[src/rtl/core/assert_macros.svh]
// Assertion macros shared by the viewport aspect fit RTL.
// Every macro expects signals named clk and rst_n in the including module.
`ifndef ASSERT_MACROS_SVH
`define ASSERT_MACROS_SVH

// Same-cycle implication, disabled while rst_n is low.
`define VVAF_ASSERT_IMP(lbl, ante, cons, msg) \
  lbl: assert property (@(posedge clk) disable iff (!rst_n) (ante) |-> (cons)) \
    else $error(msg);

// Next-cycle implication, disabled while rst_n is low.
`define VVAF_ASSERT_NXT(lbl, ante, cons, msg) \
  lbl: assert property (@(posedge clk) disable iff (!rst_n) (ante) |=> (cons)) \
    else $error(msg);

`endif

[src/rtl/core/vvaf_pkg.sv]
// Package for the viewport aspect fit block: widths, mode and operation codes,
// the queued job record and the offset helper. It depends on nothing else.
package vvaf_pkg;

  localparam int unsigned DIM_BITS = 14;
  localparam int unsigned SAR_BITS = 16;
  localparam int unsigned OUT_BITS = 31;

  localparam int unsigned SQ_W   = 2 * DIM_BITS;
  localparam int unsigned DIV_W  = DIM_BITS + SAR_BITS;
  localparam int unsigned PROD_W = 2 * DIM_BITS + SAR_BITS;
  localparam int unsigned Q_W    = OUT_BITS;

  localparam logic [OUT_BITS-1:0] SIDE_MAX = {OUT_BITS{1'b1}};

  localparam int unsigned FIFO_DEPTH = 4;
  localparam int unsigned FIFO_AW    = $clog2(FIFO_DEPTH);

  typedef enum logic [1:0] {
    MODE_STRETCH = 2'd0,
    MODE_FIT     = 2'd1,
    MODE_FILL    = 2'd2,
    MODE_NATIVE  = 2'd3
  } mode_t;

  typedef enum logic [2:0] {
    OP_STRETCH,
    OP_NATIVE,
    OP_SCALE_W,
    OP_SCALE_H,
    OP_ERROR
  } op_t;

  typedef struct packed {
    op_t                 op;
    logic                sat;
    logic [DIM_BITS-1:0] sw;
    logic [DIM_BITS-1:0] sh;
    logic [DIM_BITS-1:0] vw;
    logic [DIM_BITS-1:0] vh;
    logic [DIV_W-1:0]    rem;
    logic [DIV_W-1:0]    div;
    logic [Q_W-1:0]      lo;
  } job_t;

  // Half of (surface - side), rounded toward zero.
  function automatic logic signed [OUT_BITS-1:0] half_gap(
    input logic [DIM_BITS-1:0] surf,
    input logic [OUT_BITS-1:0] side
  );
    logic signed [OUT_BITS+1:0] diff;
    logic signed [OUT_BITS+1:0] biased;
    diff   = $signed((OUT_BITS+2)'(surf)) - $signed((OUT_BITS+2)'(side));
    biased = diff + $signed({{(OUT_BITS+1){1'b0}}, diff[OUT_BITS+1]});
    return $signed(biased[OUT_BITS:1]);
  endfunction

endpackage

[src/rtl/core/vvaf_if.sv]
// Channel interfaces of the viewport aspect fit block: request, result and
// mode write. Widths come from vvaf_pkg.
interface vvaf_req_if;
  logic                          valid;
  logic                          ready;
  logic [vvaf_pkg::DIM_BITS-1:0] surface_width;
  logic [vvaf_pkg::DIM_BITS-1:0] surface_height;
  logic [vvaf_pkg::DIM_BITS-1:0] video_width;
  logic [vvaf_pkg::DIM_BITS-1:0] video_height;
  logic [vvaf_pkg::SAR_BITS-1:0] sample_aspect_w;
  logic [vvaf_pkg::SAR_BITS-1:0] sample_aspect_h;

  modport source (
    output valid, surface_width, surface_height, video_width, video_height,
    output sample_aspect_w, sample_aspect_h,
    input  ready
  );
  modport sink (
    input  valid, surface_width, surface_height, video_width, video_height,
    input  sample_aspect_w, sample_aspect_h,
    output ready
  );
endinterface


interface vvaf_cfg_if;
  logic       valid;
  logic       ready;
  logic [1:0] display_mode;

  modport source (output valid, display_mode, input ready);
  modport sink (input valid, display_mode, output ready);
endinterface

[src/rtl/core/vvaf_front.sv]
// Front end: holds the display mode, accepts requests, forms the cross
// products and classifies each job. Uses vvaf_pkg, vvaf_if and assert_macros.svh.
`include "assert_macros.svh"

module vvaf_front (
  input  logic            clk,
  input  logic            rst_n,
  vvaf_cfg_if.sink        cfg,
  vvaf_req_if.sink        req,
  output logic            job_valid,
  output vvaf_pkg::job_t  job,
  input  logic            job_ready
);

  localparam int unsigned DW  = vvaf_pkg::DIM_BITS;
  localparam int unsigned SW  = vvaf_pkg::SAR_BITS;
  localparam int unsigned SQW = vvaf_pkg::SQ_W;
  localparam int unsigned VW  = vvaf_pkg::DIV_W;
  localparam int unsigned PW  = vvaf_pkg::PROD_W;
  localparam int unsigned QW  = vvaf_pkg::Q_W;

  vvaf_pkg::mode_t mode_r;
  logic            adv;

  logic            v1_r, v2_r, v3_r, v4_r;
  vvaf_pkg::mode_t mode1_r, mode2_r, mode3_r;
  logic [DW-1:0]   sw1_r, sh1_r, vw1_r, vh1_r;
  logic [DW-1:0]   sw2_r, sh2_r, vw2_r, vh2_r;
  logic [DW-1:0]   sw3_r, sh3_r, vw3_r, vh3_r;
  logic [SW-1:0]   sah1_r;
  logic [SQW-1:0]  pa1_r;
  logic [VW-1:0]   ph1_r, pw1_r, ph2_r, pw2_r, ph3_r, pw3_r;
  logic [PW-1:0]   a2_r, b2_r, a3_r, b3_r;
  logic            lt3_r, gt3_r;

  logic            scale_h;
  logic [PW-1:0]   num;
  logic [PW-1:0]   num_hi;
  logic [VW-1:0]   div;
  vvaf_pkg::job_t  job_nxt;
  vvaf_pkg::job_t  job_r;

  assign adv       = !v4_r || job_ready;
  assign req.ready = adv;
  assign cfg.ready = 1'b1;
  assign job_valid = v4_r;
  assign job       = job_r;

  always_ff @(posedge clk) begin
    if (!rst_n) begin
      mode_r <= vvaf_pkg::MODE_STRETCH;
      v1_r   <= 1'b0;
      v2_r   <= 1'b0;
      v3_r   <= 1'b0;
      v4_r   <= 1'b0;
    end else begin
      if (cfg.valid) begin
        mode_r <= vvaf_pkg::mode_t'(cfg.display_mode);
      end
      if (adv) begin
        v1_r <= req.valid;
        v2_r <= v1_r;
        v3_r <= v2_r;
        v4_r <= v3_r;
      end
    end
  end

  always_ff @(posedge clk) begin
    if (adv) begin
      mode1_r <= mode_r;
      sw1_r   <= req.surface_width;
      sh1_r   <= req.surface_height;
      vw1_r   <= req.video_width;
      vh1_r   <= req.video_height;
      sah1_r  <= req.sample_aspect_h;
      pa1_r   <= SQW'(req.surface_width) * SQW'(req.video_height);
      ph1_r   <= VW'(req.video_width) * VW'(req.sample_aspect_w);
      pw1_r   <= VW'(req.video_height) * VW'(req.sample_aspect_h);

      mode2_r <= mode1_r;
      sw2_r   <= sw1_r;
      sh2_r   <= sh1_r;
      vw2_r   <= vw1_r;
      vh2_r   <= vh1_r;
      ph2_r   <= ph1_r;
      pw2_r   <= pw1_r;
      a2_r    <= PW'(pa1_r) * PW'(sah1_r);
      b2_r    <= PW'(ph1_r) * PW'(sh1_r);

      mode3_r <= mode2_r;
      sw3_r   <= sw2_r;
      sh3_r   <= sh2_r;
      vw3_r   <= vw2_r;
      vh3_r   <= vh2_r;
      ph3_r   <= ph2_r;
      pw3_r   <= pw2_r;
      a3_r    <= a2_r;
      b3_r    <= b2_r;
      lt3_r   <= a2_r < b2_r;
      gt3_r   <= a2_r > b2_r;

      job_r   <= job_nxt;
    end
  end

  always_comb begin
    case (mode3_r)
      vvaf_pkg::MODE_FIT:  scale_h = lt3_r;
      vvaf_pkg::MODE_FILL: scale_h = gt3_r;
      default:             scale_h = 1'b0;
    endcase
    num    = scale_h ? a3_r : b3_r;
    div    = scale_h ? ph3_r : pw3_r;
    num_hi = num >> QW;

    job_nxt.sw  = sw3_r;
    job_nxt.sh  = sh3_r;
    job_nxt.vw  = vw3_r;
    job_nxt.vh  = vh3_r;
    job_nxt.div = div;
    job_nxt.sat = num_hi >= PW'(div);
    job_nxt.rem = VW'(num_hi);
    job_nxt.lo  = QW'(num);
    case (mode3_r)
      vvaf_pkg::MODE_STRETCH: job_nxt.op = vvaf_pkg::OP_STRETCH;
      vvaf_pkg::MODE_NATIVE:  job_nxt.op = vvaf_pkg::OP_NATIVE;
      default: begin
        if (div == '0) begin
          job_nxt.op = vvaf_pkg::OP_ERROR;
        end else if (scale_h) begin
          job_nxt.op = vvaf_pkg::OP_SCALE_H;
        end else begin
          job_nxt.op = vvaf_pkg::OP_SCALE_W;
        end
      end
    endcase
  end

  `VVAF_ASSERT_IMP(a_scale_div_nonzero, v4_r && (job_r.op == vvaf_pkg::OP_SCALE_H || job_r.op == vvaf_pkg::OP_SCALE_W), job_r.div != '0, "Scaling job queued with a zero divisor.")

endmodule

[src/flat_wrapper.sv]
// flat-port wrapper written by rule: the top's interface ports become plain ports
module vvaf_front_flat 
  (clk, rst_n, job_valid, job, job_ready, cfg_valid, cfg_display_mode, cfg_ready, req_valid, req_surface_width, req_surface_height, req_video_width, req_video_height, req_sample_aspect_w, req_sample_aspect_h, req_ready);
  vvaf_cfg_if cfg_i ();
  vvaf_req_if req_i ();
  input  logic clk;
  input  logic rst_n;
  output logic job_valid;
  output vvaf_pkg::job_t job;
  input  logic job_ready;
  input wire logic [$bits(cfg_i.valid)-1:0] cfg_valid;
  input wire logic [$bits(cfg_i.display_mode)-1:0] cfg_display_mode;
  output wire logic [$bits(cfg_i.ready)-1:0] cfg_ready;
  input wire logic [$bits(req_i.valid)-1:0] req_valid;
  input wire logic [$bits(req_i.surface_width)-1:0] req_surface_width;
  input wire logic [$bits(req_i.surface_height)-1:0] req_surface_height;
  input wire logic [$bits(req_i.video_width)-1:0] req_video_width;
  input wire logic [$bits(req_i.video_height)-1:0] req_video_height;
  input wire logic [$bits(req_i.sample_aspect_w)-1:0] req_sample_aspect_w;
  input wire logic [$bits(req_i.sample_aspect_h)-1:0] req_sample_aspect_h;
  output wire logic [$bits(req_i.ready)-1:0] req_ready;
  assign cfg_i.valid = cfg_valid;
  assign cfg_i.display_mode = cfg_display_mode;
  assign cfg_ready = cfg_i.ready;
  assign req_i.valid = req_valid;
  assign req_i.surface_width = req_surface_width;
  assign req_i.surface_height = req_surface_height;
  assign req_i.video_width = req_video_width;
  assign req_i.video_height = req_video_height;
  assign req_i.sample_aspect_w = req_sample_aspect_w;
  assign req_i.sample_aspect_h = req_sample_aspect_h;
  assign req_ready = req_i.ready;
  vvaf_front u_core (.clk(clk), .rst_n(rst_n), .cfg(cfg_i), .req(req_i), .job_valid(job_valid), .job(job), .job_ready(job_ready));
endmodule
[config.mk]
export PLATFORM = sky130hd
export DESIGN_NAME = vvaf_front_flat
export DESIGN_NICKNAME = d
export VERILOG_FILES = /design/src/rtl/core/vvaf_pkg.sv /design/src/rtl/core/vvaf_if.sv /design/src/rtl/core/vvaf_front.sv /design/src/flat_wrapper.sv
export VERILOG_INCLUDE_DIRS = /design/src /design/src/rtl/core
export SDC_FILE = /design/constraint.sdc
export NUM_CORES = 2
export LEC_CHECK = 0
export BUFFER_PORTS_ARGS = -buffer_cell sky130_fd_sc_hd__buf_2
export CORE_MARGIN = 5
export CORE_UTILIZATION = 45
export DETAILED_ROUTE_END_ITERATION = 8
export PLACE_DENSITY = 0.68
export SYNTH_ARGS = -nofsm -noshare
export SYNTH_HDL_FRONTEND = slang
export SYNTH_SLANG_ARGS = --single-unit
[constraint.sdc]
create_clock -name clk -period 20.8 [get_ports clk]
set_input_delay 1.04 -clock clk [delete_from_list [all_inputs] [get_ports clk]]
set_output_delay 1.04 -clock clk [all_outputs]
set_load 0.005 [all_outputs]
==> results_dict.tcl <==
set metrics [dict create \
    synthFlopType "edfxtp_1" \
    drtIter0Drc 3463 \
    yosys-top-cells-area "fa_1, edfxtp_1, ha_1, inv_1, and2_1" \
    synth_area_leader_cell "fa_1" \
    finClkSkew_ps 56.8 \
    viasPerCell 5.21 \
    fill_cells 14495 \
    grt_max_degree 171 \
    wl_per_cell_um 18.4 \
    synth_compound_area_share_pct 4.63 \
    timing.fmax_mhz 137 \
    dieWidth_um 412 \
    rrSetupSlack_ps 13520 \
    multi_input_area_mm2 0.0451 \
    htreeDepth 3 \
    die_area_mm2 0.169 \
    synth_common_cells "inv_1, fa_1, nand2_1" \
    cts_resized 0 \
    synth_area_mm2 0.0726 \
    start_util_pct 45.3 \
    dpl.hpwl_um 125000 \
    status "completed" \
    cts_tree "built" \
    cts_setup_buffers 0 \
    fin_cells 8979 \
    synthSimpleGateAreaFrac_pct 12.4 \
    clk_transition_reported_paths_ps 60 \
    finalHoldViolCount 0 \
    clock_latency_ps 720 \
    ys_ff_latch 716 \
    rsz0062_at_grt "no" \
    async_flop_share_pct 0 \
    seqCellArea_mm2 0.0214 \
    rows 147 \
    worst_slew_pin_slew_ps 1290 \
    io_pins 249 \
    r2r-start "u_core.sh1_r[4]$_DFFE_PP_" \
    whs_ps 390 \
    port_buffers 230 \
    hold_path.startpoint "u_core.pw1_r[0]$_DFFE_PP_" \
    max_cap_violations 0 \
    cts_max_path_buffers 3 \
    track_usage_pct 20.1 \
    cts_root_buf "clkbuf_16" \
    dp_cells 8823 \
    drive_gt1_share_pct 7.21 \
    top_usage_layer "met2" \
    drc 0 \
    critPathArrivalTime_ps 7740 \
    synth-adder-area-share_pct 41.9 \
    start_kind "register" \
    layout.nets 8571 \
    r2r_cells 21 \
    required_ps 21260 \
    grt_pass1_wl_um 270000 \
    synthCells 6664 \
    met2_usage_pct 33.1 \
    fin_setup_tns_ps 0 \
    wirelength_um 166000 \
    post-route-min-period_ps 7280 \
    synth_cell_type_count 76 \
    core-area_mm2 0.160 \
    synth.most_common_cell "inv_1" \
    synth_top_family_by_area "adder cells" \
    drtAntennaViolNets 0 \
    end_kind "register" \
    synthMuxAreaShare_pct 1.20 \
    yosysTopAreaCellShare_pct 32.2 \
    synth-seq-area-share_pct 29.5 \
    crit_type "reg -> reg" \
    synth_xor_area_share_pct 1.95 \
    hp-class "reg -> reg" \
    grt_pass1_vias 50269 \
    gp_congestion 0.867 \
    area_growth_pct 8.21 \
    min_path_cells 0 \
    synth_edf_count 710 \
    cts_buffers 81 \
    vias 46767 \
    chipHeight_um 412 \
    finalCritPeriodShare_pct 35.0 \
    gr-usage-met1_pct 27.4 \
    cts.sinks 716 \
    drt_first_pass_iters 6 \
    met3_usage_pct 2.95 \
    crit_fanout 31 \
    syn_avg_cell_area_um2 10.9 \
    grt_overflow_total 0 \
    reg2reg_to "u_core.b2_r[33]$_DFFE_PP_" \
    yosys_warnings 0 \
    ctsHoldBuffers 0 \
    slew_violations 0 \
    antenna_found_initial 8 \
    relSlewSlack_pct 13.9 \
    finalSetupViolations 0 \
    min_to "u_core.pw2_r[0]$_DFFE_PP_" \
]
==> flip-flops by register name, indices dropped and copies added, names as in the netlist, 28 cells and up <==
signal and count:
u_core.pw1_r 30, u_core.pw2_r 30, u_core.pw3_r 30, u_core.job 134, u_core.a3_r 44, u_core.a2_r 44, u_core.b2_r 44, u_core.pa1_r 28
u_core.ph3_r 30, u_core.ph1_r 30, u_core.b3_r 44, u_core.ph2_r 30
==> per-layer routing <==
| metal | routed length [um] | share of wire (%) | vias to the layer above |
|---|---|---|---|
| li1 | - | - | 20879 |
| met1 | 70800 | 43 | 24216 |
| met2 | 79400 | 48 | 1377 |
| met3 | 9970 | 6.0 | 291 |
| met4 | 5440 | 3.3 | 4 |
| met5 | 23 | 0.014 | - |
==> cells by family (layout without fill, tap and decap cells) <==
logic type,after synthesis,in the layout
AO/OA/AOI/OAI,515,515
XOR/XNOR,162,162
adder cells (fa/ha/maj),1730,1730
buffers and inverters,1608,1741
flip-flops,716,716
multiplexers,79,79
other,2,24
AND/OR/NAND/NOR,1852,1852
==> final cells by class <==
type | instances | area share, %
multi-input cells | 4356 | 57.4
flip-flops and latches | 716 | 27.3
inverters | 1314 | 6.29
well taps | 2160 | 3.44
clock buffers | 100 | 2.67
repair buffers | 277 | 1.93
clock inverters | 50 | 0.935
diodes | 6 | 0.0191
==> cell usage in the layout, fill, tap and decap left out, types with 18 or more instances in the layout <==
master	synthesis	final
xor2_1	53	53
buf_2	1	230
o21ai_0	89	89
a31oi_1	23	23
nand3_1	24	24
clkbuf_1	268	19
edfxtp_1	710	710
mux2i_1	18	18
nand2_1	954	954
nand2b_1	19	19
a21oi_1	157	157
xnor2_1	109	109
a21o_1	110	110
mux2_2	59	59
nor2b_1	31	31
clkbuf_16	0	81
conb_1	2	18
buf_4	18	46
nand4_1	29	29
ha_1	564	564
fa_1	1166	1166
inv_1	1314	1313
and2_1	644	644
nor2_1	86	86
==> worst max-delay path: stages, from the launching register on <==
cell	delay (ps)
edfxtp_1	1200
and2_1	270
fa_1	410
inv_1	90
fa_1	410
inv_1	90
fa_1	450
fa_1	540
fa_1	500
inv_1	50
fa_1	480
inv_1	40
ha_1	390
nand2_1	110
nor4_1	440
nand2b_1	100
o211ai_1	440
a21oi_1	210
o211ai_1	320
a31o_2	230
a21oi_1	80
xnor2_1	150
==> metrics by stage <==
step                setup WS (ps)  instance area (um^2)  utilization, %
floorplan                    4860                 72600               -
finish                      13520                 78500            49.0
CTS                         13660                 78500            49.0
global placement            13440                 75700            47.2
global route                13210                 78500            49.0
detailed placement          13320                 75700            47.2
==> worst max path at each step <==
stage	startpoint	endpoint	slack, ps	cells after the start
after global routing	u_core.sh1_r[4]$_DFFE_PP_	u_core.b2_r[37]$_DFFE_PP_	13210	21
after CTS	u_core.sh1_r[4]$_DFFE_PP_	u_core.b2_r[33]$_DFFE_PP_	13660	21
after detailed placement	req_video_height[2]	u_core.pa1_r[27]$_DFFE_PP_	13320	21
after floorplan	job_ready	u_core.a2_r[0]$_DFFE_PP_	4860	3
after global placement	req_video_height[2]	u_core.pa1_r[27]$_DFFE_PP_	13440	21
final	u_core.sh1_r[4]$_DFFE_PP_	u_core.b2_r[33]$_DFFE_PP_	13520	21
Power is not shown: default switching activity piles up to over one toggle a cycle in this logic, so the estimate is an artifact.
