<file path="config.mk">
export PLATFORM = sky130hd
export DESIGN_NAME = vvaf_fifo
export DESIGN_NICKNAME = d
export VERILOG_FILES = /design/src/rtl/core/vvaf_pkg.sv /design/src/rtl/core/vvaf_fifo.sv
export VERILOG_INCLUDE_DIRS = /design/src /design/src/rtl/core
export SDC_FILE = /design/constraint.sdc
export NUM_CORES = 1
export LEC_CHECK = 0
export BUFFER_PORTS_ARGS = -buffer_cell sky130_fd_sc_hd__buf_2
export CELL_PAD_IN_SITES_DETAIL_PLACEMENT = 1
export CELL_PAD_IN_SITES_GLOBAL_PLACEMENT = 2
export CORE_MARGIN = 2
export CORE_UTILIZATION = 45
export CTS_CLUSTER_SIZE = 25
export DETAILED_ROUTE_END_ITERATION = 6
export PLACE_DENSITY = 0.81
export SYNTH_ARGS = -nofsm -noshare
export SYNTH_HDL_FRONTEND = slang
export SYNTH_SLANG_ARGS = --single-unit
</file>
<file path="constraint.sdc">
create_clock -name clk -period 7.1 [get_ports clk]
set_clock_uncertainty 0.15 [all_clocks]
set_input_delay 1.42 -clock clk [delete_from_list [all_inputs] [get_ports clk]]
set_output_delay 1.42 -clock clk [all_outputs]
set_load 0.02 [all_outputs]
</file>
<file path="src/rtl/core/assert_macros.svh">
// Assertion macros shared by the viewport aspect fit RTL.
// Every macro expects signals named clk and rst_n in the including module.
`ifndef ASSERT_MACROS_SVH
`define ASSERT_MACROS_SVH

// Same-cycle implication, disabled while rst_n is low.
`define VVAF_ASSERT_IMP(lbl, ante, cons, msg) \
  lbl: assert property (@(posedge clk) disable iff (!rst_n) (ante) |-> (cons)) \
    else $error(msg);

// Next-cycle implication, disabled while rst_n is low.
`define VVAF_ASSERT_NXT(lbl, ante, cons, msg) \
  lbl: assert property (@(posedge clk) disable iff (!rst_n) (ante) |=> (cons)) \
    else $error(msg);

`endif

</file>
<file path="src/rtl/core/vvaf_pkg.sv">
// Package for the viewport aspect fit block: widths, mode and operation codes,
// the queued job record and the offset helper. It depends on nothing else.
package vvaf_pkg;

  localparam int unsigned DIM_BITS = 14;
  localparam int unsigned SAR_BITS = 16;
  localparam int unsigned OUT_BITS = 31;

  localparam int unsigned SQ_W   = 2 * DIM_BITS;
  localparam int unsigned DIV_W  = DIM_BITS + SAR_BITS;
  localparam int unsigned PROD_W = 2 * DIM_BITS + SAR_BITS;
  localparam int unsigned Q_W    = OUT_BITS;

  localparam logic [OUT_BITS-1:0] SIDE_MAX = {OUT_BITS{1'b1}};

  localparam int unsigned FIFO_DEPTH = 4;
  localparam int unsigned FIFO_AW    = $clog2(FIFO_DEPTH);

  typedef enum logic [1:0] {
    MODE_STRETCH = 2'd0,
    MODE_FIT     = 2'd1,
    MODE_FILL    = 2'd2,
    MODE_NATIVE  = 2'd3
  } mode_t;

  typedef enum logic [2:0] {
    OP_STRETCH,
    OP_NATIVE,
    OP_SCALE_W,
    OP_SCALE_H,
    OP_ERROR
  } op_t;

  typedef struct packed {
    op_t                 op;
    logic                sat;
    logic [DIM_BITS-1:0] sw;
    logic [DIM_BITS-1:0] sh;
    logic [DIM_BITS-1:0] vw;
    logic [DIM_BITS-1:0] vh;
    logic [DIV_W-1:0]    rem;
    logic [DIV_W-1:0]    div;
    logic [Q_W-1:0]      lo;
  } job_t;

  // Half of (surface - side), rounded toward zero.
  function automatic logic signed [OUT_BITS-1:0] half_gap(
    input logic [DIM_BITS-1:0] surf,
    input logic [OUT_BITS-1:0] side
  );
    logic signed [OUT_BITS+1:0] diff;
    logic signed [OUT_BITS+1:0] biased;
    diff   = $signed((OUT_BITS+2)'(surf)) - $signed((OUT_BITS+2)'(side));
    biased = diff + $signed({{(OUT_BITS+1){1'b0}}, diff[OUT_BITS+1]});
    return $signed(biased[OUT_BITS:1]);
  endfunction

endpackage

</file>
<file path="src/rtl/core/vvaf_fifo.sv">
// Short job queue between the front end and the divider back end.
// Uses vvaf_pkg and assert_macros.svh.
`include "assert_macros.svh"

module vvaf_fifo (
  input  logic           clk,
  input  logic           rst_n,
  input  logic           push_valid,
  input  vvaf_pkg::job_t push_data,
  output logic           push_ready,
  output logic           pop_valid,
  output vvaf_pkg::job_t pop_data,
  input  logic           pop_ready
);

  localparam int unsigned AW = vvaf_pkg::FIFO_AW;
  localparam int unsigned CW = vvaf_pkg::FIFO_AW + 1;

  vvaf_pkg::job_t mem_r [vvaf_pkg::FIFO_DEPTH];
  logic [AW-1:0]  wr_ptr_r;
  logic [AW-1:0]  rd_ptr_r;
  logic [CW-1:0]  cnt_r;
  logic           push;
  logic           pop;

  assign push_ready = cnt_r != CW'(vvaf_pkg::FIFO_DEPTH);
  assign pop_valid  = cnt_r != '0;
  assign push       = push_valid && push_ready;
  assign pop        = pop_valid && pop_ready;
  assign pop_data   = mem_r[rd_ptr_r];

  always_ff @(posedge clk) begin
    if (!rst_n) begin
      wr_ptr_r <= '0;
      rd_ptr_r <= '0;
      cnt_r    <= '0;
    end else begin
      if (push) begin
        wr_ptr_r <= wr_ptr_r + 1'b1;
      end
      if (pop) begin
        rd_ptr_r <= rd_ptr_r + 1'b1;
      end
      if (push && !pop) begin
        cnt_r <= cnt_r + 1'b1;
      end else if (pop && !push) begin
        cnt_r <= cnt_r - 1'b1;
      end
    end
  end

  always_ff @(posedge clk) begin
    if (push) begin
      mem_r[wr_ptr_r] <= push_data;
    end
  end

  `VVAF_ASSERT_NXT(a_fifo_count, push && !pop, cnt_r == $past(cnt_r) + 1'b1, "Queue count did not follow a lone push.")

endmodule

</file>
==> results of run 1 <==
[metal layers]
metal | routed length (um) | track usage | share of wire | vias up
met3 | 3700 | 0.0553 | 0.082 | 74
met2 | 22000 | 0.282 | 0.49 | 322
met4 | 930 | 0.0539 | 0.021 | 10
met1 | 18400 | 0.236 | 0.41 | 5229
met5 | 64 | 0 | 0.0014 | -
li1 | - | - | - | 4332
[final timing paths]
kind	end	slack (ps)
max reg2reg	mem_r[0][121]$_DFFE_PP_	4220
min reg2reg	wr_ptr_r[0]$_SDFFE_PN0P_	350
max	pop_data[73]	2680
min	wr_ptr_r[0]$_SDFFE_PN0P_	350
[metrics by stage]
stage	util	instance area (um2)	power, mW	std cells	setup slack [ps]
3_3_place_gp	0.502	24500	7.08	1784	3210
2_1_floorplan	-	22200	6.36	837	1220
3_5_place_dp	0.502	24500	7.13	1784	3210
6_report	0.540	26400	9.92	1901	2680
4_1_cts	0.539	26300	10.1	1890	2550
5_1_grt	0.539	26300	10.3	1895	2440
[logic make-up (layout without fill, tap and decap cells)]
| kind of cell | Yosys count | count (layout) | share of synthesized area |
|---|---|---|---|
| and+or+nand+nor | 17 | 17 | 0.00411 |
| adders and majority gates | 6 | 6 | 0.00371 |
| AOI/OAI and AO/OA | 5 | 5 | 0.00180 |
| muxes | 154 | 154 | 0.154 |
| DFF | 613 | 613 | 0.823 |
| xor gates and xnor gates | 4 | 4 | 0.00158 |
| buffers and inverters | 38 | 427 | 0.0111 |
| other | 0 | 11 | 0 |
[cell usage in the layout (no fill, tap or decap), types with 3 or more instances in the layout]
cell type    n
inv_1        3
clkinv_2    10
buf_2      307
and2_4       4
buf_12       5
mux4_2     151
nand2_1      5
mux2i_1      3
xnor2_1      3
clkbuf_1    11
clkbuf_16   61
and2_1       4
buf_4        6
bufinv_16    3
diode_2     11
ha_1         5
clkinv_1    19
edfxtp_1   604
dfxtp_1      7
[layout make-up]
| cell class | count | area [um2] | share of cell area |
|---|---|---|---|
| Antenna cell | 11 | 27.5 | 0.00104 |
| Clock buffer | 72 | 1570 | 0.0595 |
| Clock inverter | 34 | 229 | 0.00869 |
| Inverter | 3 | 11.3 | 0.000427 |
| Multi-Input combinational cell | 186 | 3690 | 0.140 |
| Sequential cell | 613 | 18300 | 0.695 |
| Tap cell | 664 | 831 | 0.0315 |
| Timing Repair Buffer | 318 | 1680 | 0.0638 |
[worst reg2reg max path, cell delays in order (launching register included)]
cell and delay [ps]:
dfxtp_1 470, nor2_1 110, a21boi_2 360, and2_4 780, buf_4 630
[flip-flops by register name, indices dropped and copies added (netlist names), named ones only]
name and flops:
cnt_r 3, mem_r 604, rd_ptr_r 2, wr_ptr_r 2
[power groups by stage]
stage | logic (mW) | clock network (mW) | registers (mW)
finish | 2.46 | 2.93 | 4.53
CTS | 2.52 | 3.01 | 4.54
global placement | 2.49 | 0 | 4.59
detailed placement | 2.51 | 0 | 4.62
floorplan | 1.78 | 0 | 4.58
global route | 2.63 | 3.12 | 4.57
==> out/metrics.cfg, run 1 <==
[die]
rows=81
start_util=0.455
die_x_um=226
coreArea_um2=48800
dieHeight_um=226
die_area_um2=51200
io_pins=308

[yosys]
yosysMostFrequentCell=edfxtp_1
syn_inst=837
synth_nets=998
synth.top_cell.area_share=0.815
synth.lib_cells_used.distinct=22
ys_ff_latch=613
syn_area_per_cell_um2=26.6
synth_warnings=0
synth_area_leader_cell=edfxtp_1
synth_common_cells=604 x edfxtp_1, 151 x mux4_2, 17 x buf_2
synthTopCellsByArea=edfxtp_1 82%, mux4_2 15%, dfxtp_1 0.81%
yosys_most_used_dff=edfxtp_1
synth_edf_count=604
syn_area_um2=22200
ys_async_sr_fraction=0
yosysSeqAreaShare=0.823

[route]
wl_per_cell_um=23.7
wirelength_mm=45.1
vias=9967
routed_via_density=5.24
drt-initial-drc-count=579
route.antenna.remaining_nets=0
first_pass_iters=4
drc=0

[status]
status=finished, final reports clean

[critical_path]
slowest_delay_ps=670
reg2reg_depth=4
critical_path_buf_inv_count=2
required_ps=5530
worstReg2RegStart=cnt_r[0]$_SDFFE_PN0P_
arrival_ps=2850
slowest_stage=dfxtp_4
path_cells=buf_12 > mux4_2 > buf_2
path_class=reg2out
end_kind=primary output
cp.depth=3
crit_fanout=91
cp-start-kind=flop
crit_family=buffers and inverters

[cts]
htreeDepth=2
post_cts_buffers=0
cts_buffers=60
clk_latency_ps=590
cts.clk_slew.worst_paths_ps=50
cts_tree=yes
cts.repair.resized=0
cts_hold_buf=0
cts_buffer_depth=3
cts-root-buf=clkbuf_16
clock_sinks=613

[min_path]
holdCritStartpoint=wr_ptr_r[0]$_SDFFE_PN0P_
holdPathStages=2
min_path_type=reg2reg

[layout]
drive_gt1_frac=0.450
nets=1343
area_growth_pct=18.5
fill_cells=4271

[run]
cap_violations=0

[placement]
gp_congestion=0.724
port_buffers=307
dp_hpwl_mm=27.2

[sta]
period_share=0.622
period_needed_ps=4420
maxSlewHeadroom=0.382
fmax_mhz=226
report.final.slew_viol_count=0
tightest_slew_ps=927
fin_tns_setup_ps=0
rsz0062_at_grt=no
holdWs_ps=352
setup_viol=0
hold_viol_final=0

[grt]
grt_pass1_wl_mm=67.0
grt_pass1_vias=10649
grt-ovfl-total=0
antenna_found_initial=15
grt_max_degree=115
track_usage=0.177

[power_and_ir_drop]
p_clk_frac=0.295
leakage_nw=8.71
p_sw_frac=0.288
power.density_nw_per_um2=376
p_seq_frac=0.457
p_sw_mw=2.85
p_int_mw=7.07
irDropWorstVdd_uv=252
p_comb_frac=0.248

(Power assumes the default switching activity.)
==> inputs of run 2 (changes only) <==
--- a/config.mk
+++ b/config.mk
@@ -10,10 +10,10 @@
 export CELL_PAD_IN_SITES_DETAIL_PLACEMENT = 1
 export CELL_PAD_IN_SITES_GLOBAL_PLACEMENT = 2
 export CORE_MARGIN = 2
-export CORE_UTILIZATION = 45
+export CORE_UTILIZATION = 41
 export CTS_CLUSTER_SIZE = 25
 export DETAILED_ROUTE_END_ITERATION = 6
-export PLACE_DENSITY = 0.81
+export PLACE_DENSITY = 0.78
 export SYNTH_ARGS = -nofsm -noshare
 export SYNTH_HDL_FRONTEND = slang
 export SYNTH_SLANG_ARGS = --single-unit
==> constraint.sdc (replaced) <==
create_clock -name clk -period 4 [get_ports clk]
set_clock_uncertainty 0.15 [all_clocks]
set_input_delay 0.8 -clock clk [delete_from_list [all_inputs] [get_ports clk]]
set_output_delay 0.8 -clock clk [all_outputs]
set_load 0.02 [all_outputs]
==> run 2 against run 1 <==
Final cell count rose by 2.4%; routed wire length rose by 1.2%; final area rose by 1.4%; clock power rose by 88%; critical path depth did not move; first-iteration DRC count fell by 2.8%; hold slack got worse by 110 ps; sequential cell count did not move; critical path type unchanged; highest routed layer unchanged.
==> out/metrics.cfg, run 2 (synthesized netlist as in run 1, its figures left out) <==
[critical_path]
cp-start-kind=flop
path_class=reg2out
required_ps=3050  ; -2480 ps
end_kind=primary output
crit_fanout=43  ; -53%
arrival_ps=2460  ; -390 ps

[sta]
setup_viol=0  ; unchanged
rsz0062_at_grt=no
fin_tns_setup_ps=0  ; unchanged
fmax_mhz=293
maxSlewHeadroom=0.432  ; +0.0507
report.final.slew_viol_count=0  ; unchanged
hold_viol_final=0  ; unchanged
tightest_slew_ps=851  ; -76.0 ps
period_share=0.852
period_needed_ps=3410

[layout]
layout_commonest_cell=edfxtp_1
regMostFlops=mem_r
area_growth_pct=20.2
stdcell_count=1947  ; +2.4%
nets=1356  ; +0.97%
drive_gt1_frac=0.462  ; +0.0120
largest_reg_flops=604  ; unchanged
layout_common_cells=604 x edfxtp_1, 307 x buf_2, 151 x mux4_2, 61 x clkbuf_16, 15 x buf_12
largestRegisters=mem_r: 604 flops, cnt_r: 3 flops

[cts]
htreeDepth=2  ; unchanged
cts_buffers=60  ; unchanged
cts_hold_buf=0  ; unchanged
clock_sinks=613  ; unchanged
cts.repair.resized=0  ; unchanged
cts_tree=yes
cts.clk_slew.worst_paths_ps=60  ; about the same
clk_latency_ps=620  ; +30 ps
cts-root-buf=clkbuf_16
cts_buffer_depth=3  ; unchanged
post_cts_buffers=0  ; unchanged

[grt]
grt_pass1_vias=11170  ; +4.9%
grt_util_met3=0.0445  ; -0.0108
grt_pass1_wl_mm=69.5  ; +3.8%
track_usage=0.165  ; -0.0124
gr-usage-met1=0.216  ; -0.0196
grt_max_degree=104  ; -9.6%
grt-ovfl-total=0  ; unchanged
top_usage_layer=met2
use_met2=0.270  ; -0.0121
antenna_found_initial=9  ; -6

[placement]
port_buffers=307  ; unchanged
gp_congestion=0.702  ; -3.0%
dp_hpwl_mm=27.6  ; +1.6%
numPlacedInstances=1829  ; +2.5%

[route]
wl_per_cell_um=23.4  ; -1.2%
vias=10022  ; +0.55%
first_pass_iters=5  ; +1
wirelength_mm=45.7  ; +1.2%
routed_via_density=5.15  ; -1.8%
route.antenna.remaining_nets=0  ; unchanged
drt-initial-drc-count=563  ; -2.8%
drc=0  ; unchanged

[power_and_ir_drop]
irDropWorstVdd_uv=461  ; +83%
power.density_nw_per_um2=673  ; +79%
leakage_nw=8.87  ; +1.9%

[die]
die_x_um=237  ; +4.7%
start_util=0.414  ; -0.0412
die_area_um2=56100  ; +9.6%
coreArea_um2=53700  ; +9.9%
dieHeight_um=237  ; +4.7%
rows=85  ; +4.9%
io_pins=308  ; unchanged

[status]
status=finished, final reports clean

[run]
cap_violations=0  ; unchanged

[min_path]
min_path_type=in2reg

-- run 2: final timing paths --
kind,startpoint,endpoint,slack [ps],cells after the start
max,flop,pop_data[130],590,3
min,push_data[144],mem_r[0][144]$_DFFE_PP_,250,1
max reg2reg,cnt_r[0]$_SDFFE_PN0P_,cnt_r[2]$_SDFFE_PN0P_,1500,8
min reg2reg,wr_ptr_r[1]$_SDFFE_PN0P_,wr_ptr_r[1]$_SDFFE_PN0P_,360,2
-- run 2: layout make-up --
type,instances,area (um2)
antenna,5,12.5
clock buffer,79,1630
clock inverter,34,294
fill,4757,27000
inverter,3,11.3
multi-input combinational,186,3690
sequential,613,18300
tap,696,871
timing repair buffer,331,1900
-- run 2: routing by layer --
layer  vias to the layer above  routed length [um]
met1                      5275               18800
li1                       4349                   -
met3                        84                3210
met2                       302               22500
met4                        12                1020
met5                         -                  77
-- run 2: worst max-delay path: stages, from the launching register on --
cell     delay, ps
dfxtp_4        620
buf_12         350
mux4_2         610
buf_2          190
-- run 2: power breakdown --
part / switching, mW / internal [mW] / leakage [nW]
registers: 0.248 / 7.80 / 5.61
clock network: 2.33 / 3.19 / 0.951
logic: 2.59 / 1.86 / 2.31
-- run 2: metrics by stage --
step           hold WS, ps  utilization  power, mW  setup WS (ps)  area (um2)
3_3_place_gp           330        0.462       12.7           1120       24800
6_report               246        0.498       18.0            593       26700
4_1_cts                207        0.498       18.3            492       26700
3_5_place_dp           348        0.462       12.7           1120       24800
2_1_floorplan          318            -       11.2            421       22200
5_1_grt                222        0.498       18.7            423       26700
==> inputs of run 3 (changes only) <==
--- a/config.mk
+++ b/config.mk
@@ -14,6 +14,7 @@
 export CTS_CLUSTER_SIZE = 25
 export DETAILED_ROUTE_END_ITERATION = 6
 export PLACE_DENSITY = 0.78
+export RECOVER_POWER = 25
 export SYNTH_ARGS = -nofsm -noshare
 export SYNTH_HDL_FRONTEND = slang
 export SYNTH_SLANG_ARGS = --single-unit
==> run 3 against run 2 <==
Register-to-register slack hardly changed; utilization decreased by 0.22 points; critical path type unchanged; sequential share of layout area rose by 0.31 points; non-clock buffer count stayed put.
==> out/metrics.cfg, run 3 (synthesized netlist as in run 1, its figures left out) <==
[power_and_ir_drop]
power.density_nw_per_um2=676  ; +0.37%
leakage_nw=8.61  ; -2.9%
power.total_mw=18.0  ; about the same
irDropWorstVdd_uv=460  ; -0.27%

[cts]
cts_tree=yes
cts_buffer_depth=3  ; unchanged
clock_sinks=613  ; unchanged
cts_buffers=60  ; unchanged
cts.repair.resized=0  ; unchanged
clk_latency_ps=620  ; about the same
cts-root-buf=clkbuf_16
post_cts_buffers=0  ; unchanged
cts_hold_buf=0  ; unchanged
cts.clk_slew.worst_paths_ps=60  ; about the same
htreeDepth=2  ; unchanged

[placement]
gp_congestion=0.702  ; unchanged
dp_hpwl_mm=27.6  ; unchanged
place_ws_ps=1120  ; unchanged
numPlacedInstances=1829  ; unchanged
port_buffers=307  ; unchanged
placed_area_um2=24800  ; unchanged

[layout]
largest_reg_flops=604  ; unchanged
stdcell_count=1946  ; -0.051%
layout_common_cells=604 x edfxtp_1, 213 x buf_2, 151 x mux4_2, 108 x clkbuf_1, 61 x clkbuf_16
area_growth_pct=19.7
final_util=0.496  ; -0.00224
finalInstanceArea_um2=26600  ; -0.45%
layout_commonest_cell=edfxtp_1
drive_gt1_frac=0.387  ; -0.0754
regMostFlops=mem_r
nets=1356  ; unchanged
largestRegisters=mem_r: 604 flops, cnt_r: 3 flops

[grt]
grt_max_degree=104  ; unchanged
track_usage=0.165  ; unchanged
grt_pass1_vias=11170  ; unchanged
antenna_found_initial=9  ; unchanged
grt_pass1_wl_mm=69.5  ; unchanged
grt-ovfl-total=0  ; unchanged

[route]
drc=0  ; unchanged
wirelength_mm=45.6  ; -0.17%
first_pass_iters=4  ; -1
wl_per_cell_um=23.4  ; -0.12%
route.antenna.remaining_nets=0  ; unchanged
routed_via_density=5.14  ; about the same
wl_met1_mm=18.7  ; -0.66%
dr_wl_met2_mm=22.6  ; +0.11%
routed.top_layer=met5
drt-initial-drc-count=575  ; +2.1%
wl_met3_mm=3.20  ; -0.28%
vias=10010  ; -0.12%

[critical_path]
end_kind=primary output
arrival_ps=2450  ; about the same
crit_fanout=43  ; unchanged
cp-start-kind=flop
path_class=reg2out
required_ps=3050  ; about the same

[sta]
rsz0062_at_grt=no
fmax_mhz=294  ; about the same
holdWs_ps=261  ; +15.2 ps
setup_viol=0  ; unchanged
period_needed_ps=3400  ; -2.80 ps
report.final.slew_viol_count=0  ; unchanged
fin_tns_setup_ps=0  ; unchanged
maxSlewHeadroom=0.427  ; -0.00516
hold_viol_final=0  ; unchanged
worst_slack_ps=596  ; +2.80 ps
period_share=0.851  ; about the same
tightest_slew_ps=859  ; +7.73 ps

[die]
io_pins=308  ; unchanged
die_area_um2=56100  ; unchanged
die_x_um=237  ; unchanged
coreArea_um2=53700  ; unchanged
rows=85  ; unchanged
start_util=0.414  ; unchanged
dieHeight_um=237  ; unchanged

[run]
cap_violations=0  ; unchanged

[status]
status=finished, final reports clean

[min_path]
min_path_type=in2reg

-- run 3: layer usage --
layer | track usage | up-vias
met5 | 0 | -
met4 | 0.0504 | 14
met3 | 0.0445 | 88
met2 | 0.270 | 283
met1 | 0.216 | 5271
li1 | - | 4354
-- run 3: layout make-up --
class                   count  area [um2]
multi-input cells         186        3690
inverters                   3        11.3
repair buffers            331        1790
flip-flops and latches    613       18300
clock buffers              79        1630
clock inverters            34         294
diodes                      4        10.0
fillers                  4780       27100
well taps                 696         871
-- run 3: worst paths after layout --
check                                              start                       end  slack (ps)  cells past startpoint
worst min register to register  wr_ptr_r[1]$_SDFFE_PN0P_  wr_ptr_r[1]$_SDFFE_PN0P_         360                      2
worst min-delay path                       push_data[71]    mem_r[3][71]$_DFFE_PP_         260                      1
worst max-delay path                                flop             pop_data[130]         600                      3
worst max register to register     cnt_r[0]$_SDFFE_PN0P_    mem_r[3][43]$_DFFE_PP_        1490                      4
-- run 3: report_power, final --
group	internal [mW]	switching [mW]
Sequential	7.80	0.249
Combinational	1.85	2.59
Clock	3.19	2.33
Total	12.8	5.16
-- run 3: worst max-delay path, cell delays in order, from the launching register on --
cell	delay [ps]
dfxtp_4	620
buf_12	350
mux4_2	610
buf_2	190
